--- config.mk ---
export PLATFORM = sky130hd
export DESIGN_NAME = bnpc_front
export DESIGN_NICKNAME = d
export VERILOG_FILES = /design/src/rtl/core/bnpc_pkg.sv /design/src/rtl/core/bnpc_front.sv
export SDC_FILE = /design/constraint.sdc
export NUM_CORES = 1
export LEC_CHECK = 0
export BUFFER_PORTS_ARGS = -buffer_cell sky130_fd_sc_hd__buf_2
export CAP_MARGIN = 20
export CORE_AREA = 10 10 57 59
export DETAILED_ROUTE_END_ITERATION = 8
export DIE_AREA = 0 0 67 69
export PLACE_DENSITY = 0.89
export SLEW_MARGIN = 10
export SYNTH_ARGS = -nofsm -noshare
export SYNTH_HDL_FRONTEND = slang
export SYNTH_SLANG_ARGS = --single-unit
--- constraint.sdc ---
create_clock -name vclk -period 1.2
set_clock_uncertainty 0.1 [all_clocks]
set_input_delay 0.12 -clock vclk [all_inputs]
set_output_delay 0.12 -clock vclk [all_outputs]
set_load 0.05 [all_outputs]
--- src/rtl/core/bnpc_pkg.sv ---
// Package: shared types and constants for the blended nearest palette color block.
`timescale 1ns / 1ps

package bnpc_pkg;

	localparam int PALETTE_ENTRIES_DEF = 256;
	localparam int IDX_W  = 8;
	localparam int CHAN_W = 8;
	localparam int DIST_W = 24;

	localparam logic OP_LOAD  = 1'b0;
	localparam logic OP_QUERY = 1'b1;

	localparam logic BLEND_HALF    = 1'b0;
	localparam logic BLEND_QUARTER = 1'b1;

	typedef struct packed {
		logic              op;
		logic [IDX_W-1:0]  entry_index;
		logic [CHAN_W-1:0] red;
		logic [CHAN_W-1:0] green;
		logic [CHAN_W-1:0] blue;
		logic [IDX_W-1:0]  first_color;
		logic [IDX_W-1:0]  second_color;
		logic              blend_mode;
	} in_word_t;

	typedef struct packed {
		logic [IDX_W-1:0]  nearest_index;
		logic [DIST_W-1:0] best_distance;
	} out_word_t;

	typedef enum logic [1:0] {
		CMD_LOAD,
		CMD_QUERY,
		CMD_SAME
	} cmd_kind_t;

	typedef struct packed {
		cmd_kind_t           kind;
		logic [IDX_W-1:0]    addr;
		logic [3*CHAN_W-1:0] color;
		logic [IDX_W-1:0]    a_idx;
		logic [IDX_W-1:0]    b_idx;
		logic                a_ok;
		logic                b_ok;
		logic                mode;
	} cmd_t;

	typedef struct packed {
		logic push;
		logic pop;
	} q_ctl_t;

	typedef struct packed {
		logic full;
		logic empty;
	} q_stat_t;

	typedef enum logic [2:0] {
		B_IDLE,
		B_RD_A,
		B_RD_B,
		B_SCAN,
		B_DRAIN,
		B_DONE
	} back_state_t;

endpackage

--- src/rtl/core/bnpc_front.sv ---
// Front end: accepts input words and classifies them into commands.
`timescale 1ns / 1ps

module bnpc_front #(
	parameter int PALETTE_ENTRIES = bnpc_pkg::PALETTE_ENTRIES_DEF
) (
	input  logic              req_valid,
	output logic              req_ready,
	input  bnpc_pkg::in_word_t req,
	input  logic              q_full,
	output logic              q_push,
	output bnpc_pkg::cmd_t    q_data
);
	import bnpc_pkg::*;

	localparam logic [IDX_W:0] ENT = (IDX_W+1)'(PALETTE_ENTRIES);

	logic load_ok;
	logic a_ok;
	logic b_ok;

	assign load_ok = {1'b0, req.entry_index} < ENT;
	assign a_ok    = {1'b0, req.first_color} < ENT;
	assign b_ok    = {1'b0, req.second_color} < ENT;

	assign req_ready = !q_full;
	assign q_push    = req_valid && !q_full && !(req.op == OP_LOAD && !load_ok);

	always_comb begin
		q_data       = '0;
		q_data.color = {req.red, req.green, req.blue};
		q_data.a_idx = req.first_color;
		q_data.b_idx = req.second_color;
		q_data.a_ok  = a_ok;
		q_data.b_ok  = b_ok;
		q_data.mode  = req.blend_mode;
		if (req.op == OP_LOAD) begin
			q_data.kind = CMD_LOAD;
			q_data.addr = req.entry_index;
		end else if (req.first_color == req.second_color) begin
			q_data.kind = CMD_SAME;
			q_data.addr = req.first_color;
		end else begin
			q_data.kind = CMD_QUERY;
			q_data.addr = req.first_color;
		end
	end

endmodule

==> flow_metrics.py <==
metrics = {
    "run_status": {
        "status": "finished with violations",
        "violations": "negative setup slack",
    },
    "route": {
        "dr.pass1.iters": 3,
        "via_count": 414,
        "drt-wirelength-per-cell_um": 14.7,
        "drtIter0Drc": 4,
        "drc_errors": 0,
        "drtAntennaViolNets": 0,
        "wl_um": 1630,
        "viasPerCell": 3.73,
    },
    "die": {
        "die_y_um": 69,
        "placementRows": 17,
        "coreArea_um2": 2150,
        "ios": 107,
        "die_w_um": 67,
        "die-area_um2": 4620,
        "start_util_pct": 24.9,
    },
    "timing": {
        "fin_tns_setup_ps": -86.3,
        "slew_viol_final": 0,
        "rsz0062_at_grt": "true",
        "final-setup-viol-count": 2,
        "finalCriticalPeriod_ps": 1290,
        "min_period_over_period_pct": 107,
        "final_hold_viol_count": 0,
        "fmax_mhz": 778,
        "setup_slack_ps": -86.1,
    },
    "critical_path": {
        "critPathArrivalTime_ps": 1070,
        "end_kind": "primary output",
        "worstPathRequired_ps": 980,
        "worstSetupStartpointType": "input port",
        "worst-setup-path-type": "input port to primary output",
        "critPathMaxFanout": 2,
    },
    "worst_hold_path": {
        "min_from": "req[18]",
        "holdPathEnd": "q_data[20]",
        "hold_class": "input port to primary output",
        "holdPathStages": 0,
    },
    "synth": {
        "syn_avg_cell_area_um2": 7.97,
        "synthCells": 67,
        "synth_warnings": 0,
        "syn-cell-area_um2": 534,
        "synth-seq-area-share_pct": 0,
        "synth_cell_types": 11,
    },
    "final_layout": {
        "syn2layout_area_growth_pct": 25.1,
        "clkbuf_count": 0,
        "antenna-diode-count": 0,
        "fillCellCount": 232,
        "design.seq.count": 0,
        "multiInputGateArea_um2": 280,
        "seqCellArea_um2": 0,
        "drive_above_1_share_pct": 88.0,
        "fin_nets": 137,
    },
    "global_route": {
        "track_usage_pct": 6.14,
        "top_usage_layer": "met2",
        "use_met2_pct": 13.2,
        "overflow": 0,
        "grtUsageMet3_pct": 1.93,
        "grt_pass1_wl_um": 2420,
        "grt_start_max_net_pins": 11,
        "antenna_found_initial": 0,
        "grt_pass1_vias": 517,
        "use_met1_pct": 4.95,
    },
    "cts": {
        "post_cts_buffers": 0,
        "cts-hold-fix-buffers": 0,
    },
    "power_and_ir_drop": {
        "p_total_w": 0.000436,
        "power_density_nw_per_um2": 653,
        "power_leakage_nw": 0.350,
        "peakVddDrop_v": 0.000314,
    },
    "place": {
        "hpwl_um": 1450,
        "port_buffers": 55,
        "finalWeightedCongestion": 0.601,
    },
    "run": {
        "drv_cap": 0,
    },
}
stage by stage:
step | setup WS (ps) | instances | hold WS [ps] | utilization, % | cell area (um2)
CTS | -152 | 111 | 140 | 27.7 | 594
floorplan | -128 | 68 | 307 | - | 539
finish | -86.1 | 111 | 140 | 31.1 | 668
global placement | -265 | 111 | 140 | 25.7 | 552
global route | -134 | 111 | 140 | 31.1 | 668
detailed placement | -292 | 111 | 140 | 25.7 | 552
area by class of cell:
| type | count | share of cell area [%] |
|---|---|---|
| inverters | 1 | 0.562 |
| multi-input cells | 23 | 41.9 |
| well taps | 28 | 5.24 |
| repair buffers | 59 | 52.2 |
timing repair:
item / in CTS / in global routing
hold endpoints to repair: 0 / 0
pin swaps: 4 / 5
gates resized for setup: 9 / 12
endpoints found under the setup margin: 2 / 2
power by group:
part | internal, W | switching (W) | leakage (nW)
registers | 0 | 0 | 0
logic | 0.000133 | 0.000303 | 0.350
clock network | 0 | 0 | 0
total | 0.000133 | 0.000303 | 0.350
critical path, cell delays in order:
cell	delay [ps]
buf_6	100
xor2_2	170
nor4_4	300
and3_4	230
buf_8	140
worst max-delay path by stage:
stage	startpoint	to	slack, ps
after detailed placement	req[14]	q_data[52]	-290
after CTS	req[2]	q_data[52]	-150
after global placement	req[7]	q_data[52]	-270
after global routing	req[16]	q_data[52]	-130
after floorplan	req[49]	q_data[51]	-130
final	req[2]	q_data[52]	-90
synth_stat cells:
library cell / instances / area share (%)
xor2_1: 8 / 13
nor2b_1: 1 / 1.2
nor4_2: 1 / 2.3
buf_2: 1 / 0.94
mux2_2: 8 / 17
conb_1: 1 / 0.70
and3_1: 1 / 1.2
a21boi_0: 1 / 1.4
buf_4: 43 / 60
inv_1: 1 / 0.70
nor4_1: 1 / 1.2
cells in the final DEF, fill, tap and decap left out, drive strengths merged:
cell type,count
nor4,2
buf,59
conb,2
mux2,8
and3,1
inv,1
a21boi,1
nor2b,1
xor2,8
per-layer routing:
metal | vias up | wire (um)
li1 | 197 | -
met1 | 184 | 427
met2 | 29 | 1030
met3 | 4 | 173
met4 | 0 | 5
met5 | - | 0
kinds of logic (layout without fill, tap and decap cells):
group,Yosys count,after routing,share of synthesized area (%)
buf+inv,45,60,62.1
xor+xnor,8,8,13.1
simple gates,4,4,5.86
mux,8,8,16.9
other cells,1,2,0.702
compound gates,1,1,1.41
(Power assumes the default switching activity.)
