File: config.mk
export PLATFORM = sky130hd
export DESIGN_NAME = bnpc_queue
export DESIGN_NICKNAME = d
export VERILOG_FILES = /design/src/rtl/core/bnpc_pkg.sv /design/src/rtl/core/bnpc_queue.sv
export SDC_FILE = /design/constraint.sdc
export NUM_CORES = 1
export LEC_CHECK = 0
export BUFFER_PORTS_ARGS = -buffer_cell sky130_fd_sc_hd__buf_4
export CAP_MARGIN = 0
export CELL_PAD_IN_SITES_DETAIL_PLACEMENT = 1
export CELL_PAD_IN_SITES_GLOBAL_PLACEMENT = 1
export CORE_MARGIN = 2
export CORE_UTILIZATION = 48
export CTS_CLUSTER_SIZE = 25
export DETAILED_ROUTE_END_ITERATION = 10
export GPL_ROUTABILITY_DRIVEN = 0
export PLACE_DENSITY_LB_ADDON = 0.1
export SYNTH_ARGS = -nofsm -noshare
export SYNTH_HDL_FRONTEND = slang
export SYNTH_SLANG_ARGS = --single-unit
export TNS_END_PERCENT = 100
File: constraint.sdc
create_clock -name clk -period 6.27 [get_ports clk]
set_input_delay 0.3135 -clock clk [delete_from_list [all_inputs] [get_ports clk]]
set_output_delay 0.3135 -clock clk [all_outputs]
set_load 0.02 [all_outputs]
File: src/rtl/core/bnpc_pkg.sv
// Package: shared types and constants for the blended nearest palette color block.
`timescale 1ns / 1ps

package bnpc_pkg;

	localparam int PALETTE_ENTRIES_DEF = 256;
	localparam int IDX_W  = 8;
	localparam int CHAN_W = 8;
	localparam int DIST_W = 24;

	localparam logic OP_LOAD  = 1'b0;
	localparam logic OP_QUERY = 1'b1;

	localparam logic BLEND_HALF    = 1'b0;
	localparam logic BLEND_QUARTER = 1'b1;

	typedef struct packed {
		logic              op;
		logic [IDX_W-1:0]  entry_index;
		logic [CHAN_W-1:0] red;
		logic [CHAN_W-1:0] green;
		logic [CHAN_W-1:0] blue;
		logic [IDX_W-1:0]  first_color;
		logic [IDX_W-1:0]  second_color;
		logic              blend_mode;
	} in_word_t;

	typedef struct packed {
		logic [IDX_W-1:0]  nearest_index;
		logic [DIST_W-1:0] best_distance;
	} out_word_t;

	typedef enum logic [1:0] {
		CMD_LOAD,
		CMD_QUERY,
		CMD_SAME
	} cmd_kind_t;

	typedef struct packed {
		cmd_kind_t           kind;
		logic [IDX_W-1:0]    addr;
		logic [3*CHAN_W-1:0] color;
		logic [IDX_W-1:0]    a_idx;
		logic [IDX_W-1:0]    b_idx;
		logic                a_ok;
		logic                b_ok;
		logic                mode;
	} cmd_t;

	typedef struct packed {
		logic push;
		logic pop;
	} q_ctl_t;

	typedef struct packed {
		logic full;
		logic empty;
	} q_stat_t;

	typedef enum logic [2:0] {
		B_IDLE,
		B_RD_A,
		B_RD_B,
		B_SCAN,
		B_DRAIN,
		B_DONE
	} back_state_t;

endpackage

File: src/rtl/core/bnpc_queue.sv
// Two-entry command queue between front and back.
`timescale 1ns / 1ps

module bnpc_queue (
	input  logic              clk,
	input  logic              arst_n,
	input  bnpc_pkg::q_ctl_t  ctl,
	input  bnpc_pkg::cmd_t    wr_data,
	output bnpc_pkg::cmd_t    head,
	output bnpc_pkg::q_stat_t stat
);
	import bnpc_pkg::*;

	cmd_t       slot_q [2];
	logic       wr_ptr_q;
	logic       rd_ptr_q;
	logic [1:0] count_q;

	assign head       = slot_q[rd_ptr_q];
	assign stat.full  = count_q == 2'd2;
	assign stat.empty = count_q == 2'd0;

	always_ff @(posedge clk) begin
		if (ctl.push) begin
			slot_q[wr_ptr_q] <= wr_data;
		end
	end

	always_ff @(posedge clk or negedge arst_n) begin
		if (!arst_n) begin
			wr_ptr_q <= 1'b0;
			rd_ptr_q <= 1'b0;
			count_q  <= 2'd0;
		end else begin
			if (ctl.push) begin
				wr_ptr_q <= ~wr_ptr_q;
			end
			if (ctl.pop) begin
				rd_ptr_q <= ~rd_ptr_q;
			end
			unique case ({ctl.push, ctl.pop})
				2'b10:   count_q <= count_q + 2'd1;
				2'b01:   count_q <= count_q - 2'd1;
				default: count_q <= count_q;
			endcase
		end
	end

endmodule

==> results.txt <==
Each instance of the synthesized netlist takes up on average 23.5 um^2. The count of nets left with antenna violations once routing finished came out at 0. The total number of H-tree levels is 3. The number of cells upsized or downsized after cts is 0. The number of antenna diodes in the final layout is 0. Summed over all cells, the static leakage comes to 2.13 nW. The DRC violation count after routing came out at 0. The chip width is 98.2 um. The number of endpoints failing setup at the final stage came out at 0. The area growth from synthesis to layout is 24.9%. The number of CTS-inserted buffers is 9.

The worst setup path is captured at an output port. The number of pins exceeding their max-slew limit in the final report is 0. The critical path's largest stage delay is 1100 ps.

Synthesis produced a netlist whose cell count is 181. The final number of hold-violating endpoints came out at 0. The combinational family with the most area after synthesis is multiplexers.

The worst clock skew on the final layout is 11.6 ps. The cell at the root of the clock tree is clkbuf_8. The sequential-to-total area share from yosys stat came out at 77.1%.

Global routing consumed, over all layers together, 15.3% of the routing resources. Of the total synthesized cell area, the portion taken by full adders, half adders and majority gates is 0.294%. The library cells used most frequently in the layout, excluding fill and tap cells, are buf_4 (113), edfxtp_1 (106), mux2_4 (49). The power per unit of standard cell area is 439 mW/mm^2.

At the end of the flow, the number of nets in the layout was 358. The pin count of the biggest net entering global routing is 55. The area of the die came out at 0.00964 mm^2. CTS saw 110 sinks. The post-synthesis instance area came out at 0.00426 mm^2. In this run, distinct cell masters in the synthesized netlist total 13.

The tightest min-delay check is of the primary input to flip-flop type. The number of rows in the core area is 34. Summing the areas of all compound-gate instances in the mapped netlist gives 0% of the synthesized area. After synthesis the netlist holds a flip-flop and latch count of 110.

The total iterations of the first detailed-routing run is 4. Dividing the detail-routed wire length by the instance count gives 17.2 um. Detailed placement finished with a half-perimeter wire length of 4.69 mm. The effective utilization at floorplan is 49.1%. The worst-case IR drop observed on VDD is 244 uV.

Summing internal, switching and leakage power gives 2.34 mW. The total of fill cells in the finished design came out at 775. The total nets after synthesis is 239. The core area came out at 0.00868 mm^2. OpenSTA, run right after detailed placement, puts the worst setup slack at 4260 ps. Adding up every negative setup slack in the final design gives 0 ps. The flow ran to the end, and the final reports show no timing, DRC or antenna violations.

Counting I/O delays and the setup requirement, the final critical path takes 2370 ps. The slowest stage of the critical path belongs to the cell dfrtp_4. The top-level I/O count is 112. The routed design has 7.12 mm of wire. The data required time of the critical path came out at 5960 ps.

The port buffer count came out at 111. Among cell families on the critical path, the largest total delay comes from flip-flops. The hold buffer count at cts is 1. Measured against its own limit, the worst slew margin works out to 33.8%. The signal on the critical path passes through mux2_2, buf_4. Across the run, the number of max-cap violations was 0. The worst setup path is of the flip-flop to output port kind. Summing over every cut layer, the via total after detailed routing is 1,992. The simple logic cell fraction of the synthesized area came out at 0.558%. The via density per instance is 4.82. Clock-pin slew was measured on the worst setup and hold paths at 90 ps. For the pin with the worst max-slew slack, the measured transition is 993 ps. Data arrives at the worst endpoint at 2050 ps.

For this block, the initial DRC count from the detailed router was 114. No sink is reached through more buffers than the 2 on the longest clock path. Setup repair after global routing left no endpoint under its margin.

Of the total synthesized cell area, the portion taken by XOR and XNOR cells is 1.03%. The multiplexer area fraction after synthesis came out at 18.3%. The initial antenna violation count came out at 0.

The source-to-sink clock delay at the later pin of the worst-skew pair came out at 360 ps. The global-route wire length before repair came out at 11.0 mm. The smallest setup slack after layout is 3900 ps.

The leftover overflow at the end of global routing came out at 0. TritonCTS built the clock tree. The maximum fanout along the worst path is 54. The proportion of layout cells with a drive suffix above 1 is 59.7%. The tightest hold margin came out at 127 ps. Based on the critical path, the design can be clocked at up to 422 MHz. The via count of the first global-routing pass is 2,135.

The kind of launch point of the worst setup path is a flip-flop. The post-CTS setup buffer count is 0. Leaving out fill and tap cells, the most frequent cell in the layout is buf_4. The buffer and inverter count on the worst path is 1. For this run, the number of Yosys warnings is 0.

The die span in y is 98.2 um. The fraction of the cycle the final worst path needs came out at 37.8%.
## cells in the mapped netlist
master	number	area share, %
xor2_1	3	0.62
xnor2_1	2	0.41
nor2b_1	1	0.15
buf_6	1	0.26
buf_12	5	2.4
dfrtp_1	4	2.4
ha_1	1	0.29
and2_1	1	0.15
mux2_4	49	17
mux2_2	4	1.1
nor2_1	3	0.26
edfxtp_1	106	75
inv_1	1	0.088
## flip-flops by register name (all words and copies together) (netlist names)
register and cells:
slot_q 106, count_q 2, rd_ptr_q 1, wr_ptr_q 1
## logic make-up (layout without fill, tap and decap cells)
kind of cell               Yosys count  count (layout)
adders and majority gates            1               1
DFF                                110             110
and+or+nand+nor                      5               5
xor gates and xnor gates             5               5
muxes                               53              53
buffers and inverters                7             131
## metal layers
metal | GRT usage [%] | vias to the layer above | routed length, um
met5 | 0 | - | 0
met4 | 7.59 | 0 | 145
met3 | 3.87 | 13 | 473
met2 | 26.8 | 67 | 3800
met1 | 17.6 | 974 | 2700
li1 | - | 938 | -
## final timing paths
check                            from             to  slack [ps]  depth (start not counted)
setup / recovery             rd_ptr_q       head[51]        3900                          2
hold / removal                 ctl[0]       rd_ptr_q         130                          2
setup reg to reg             wr_ptr_q  slot_q[1][15]        4440                          2
hold reg to reg            count_q[1]     count_q[1]         500                          1
max in group asynchronous      arst_n       rd_ptr_q        5870                          2
min in group asynchronous      arst_n       rd_ptr_q         290                          2
## area by class of cell
cell class / count / area [um^2] / area share [%]
sequential: 110 / 3290 / 61.8
multi-input combinational: 64 / 870 / 16.4
timing repair buffer: 114 / 858 / 16.1
tap: 108 / 135 / 2.54
clock buffer: 10 / 128 / 2.40
clock inverter: 6 / 36.3 / 0.682
inverter: 1 / 3.75 / 0.0706
## report_power, final
part,internal [mW],switching (mW),leakage (nW)
sequential,0.976,0.135,1.04
combinational,0.467,0.392,1.01
clock,0.143,0.222,0.0778
## worst reg2reg max path, delay by kind of cell, from the launching register on
family                 cells  cell delay [ps]
and+or+nand+nor            1              530
buffers and inverters      1              520
DFF                        1              430
## metrics by stage
step	util [%]	cells	area (um^2)
floorplan	-	181	4260
global placement	59.3	396	5140
detailed placement	59.3	396	5140
CTS	61.3	413	5320
global route	61.3	413	5320
finish	61.3	413	5320
Note: power is estimated with default switching activity, not from simulation.
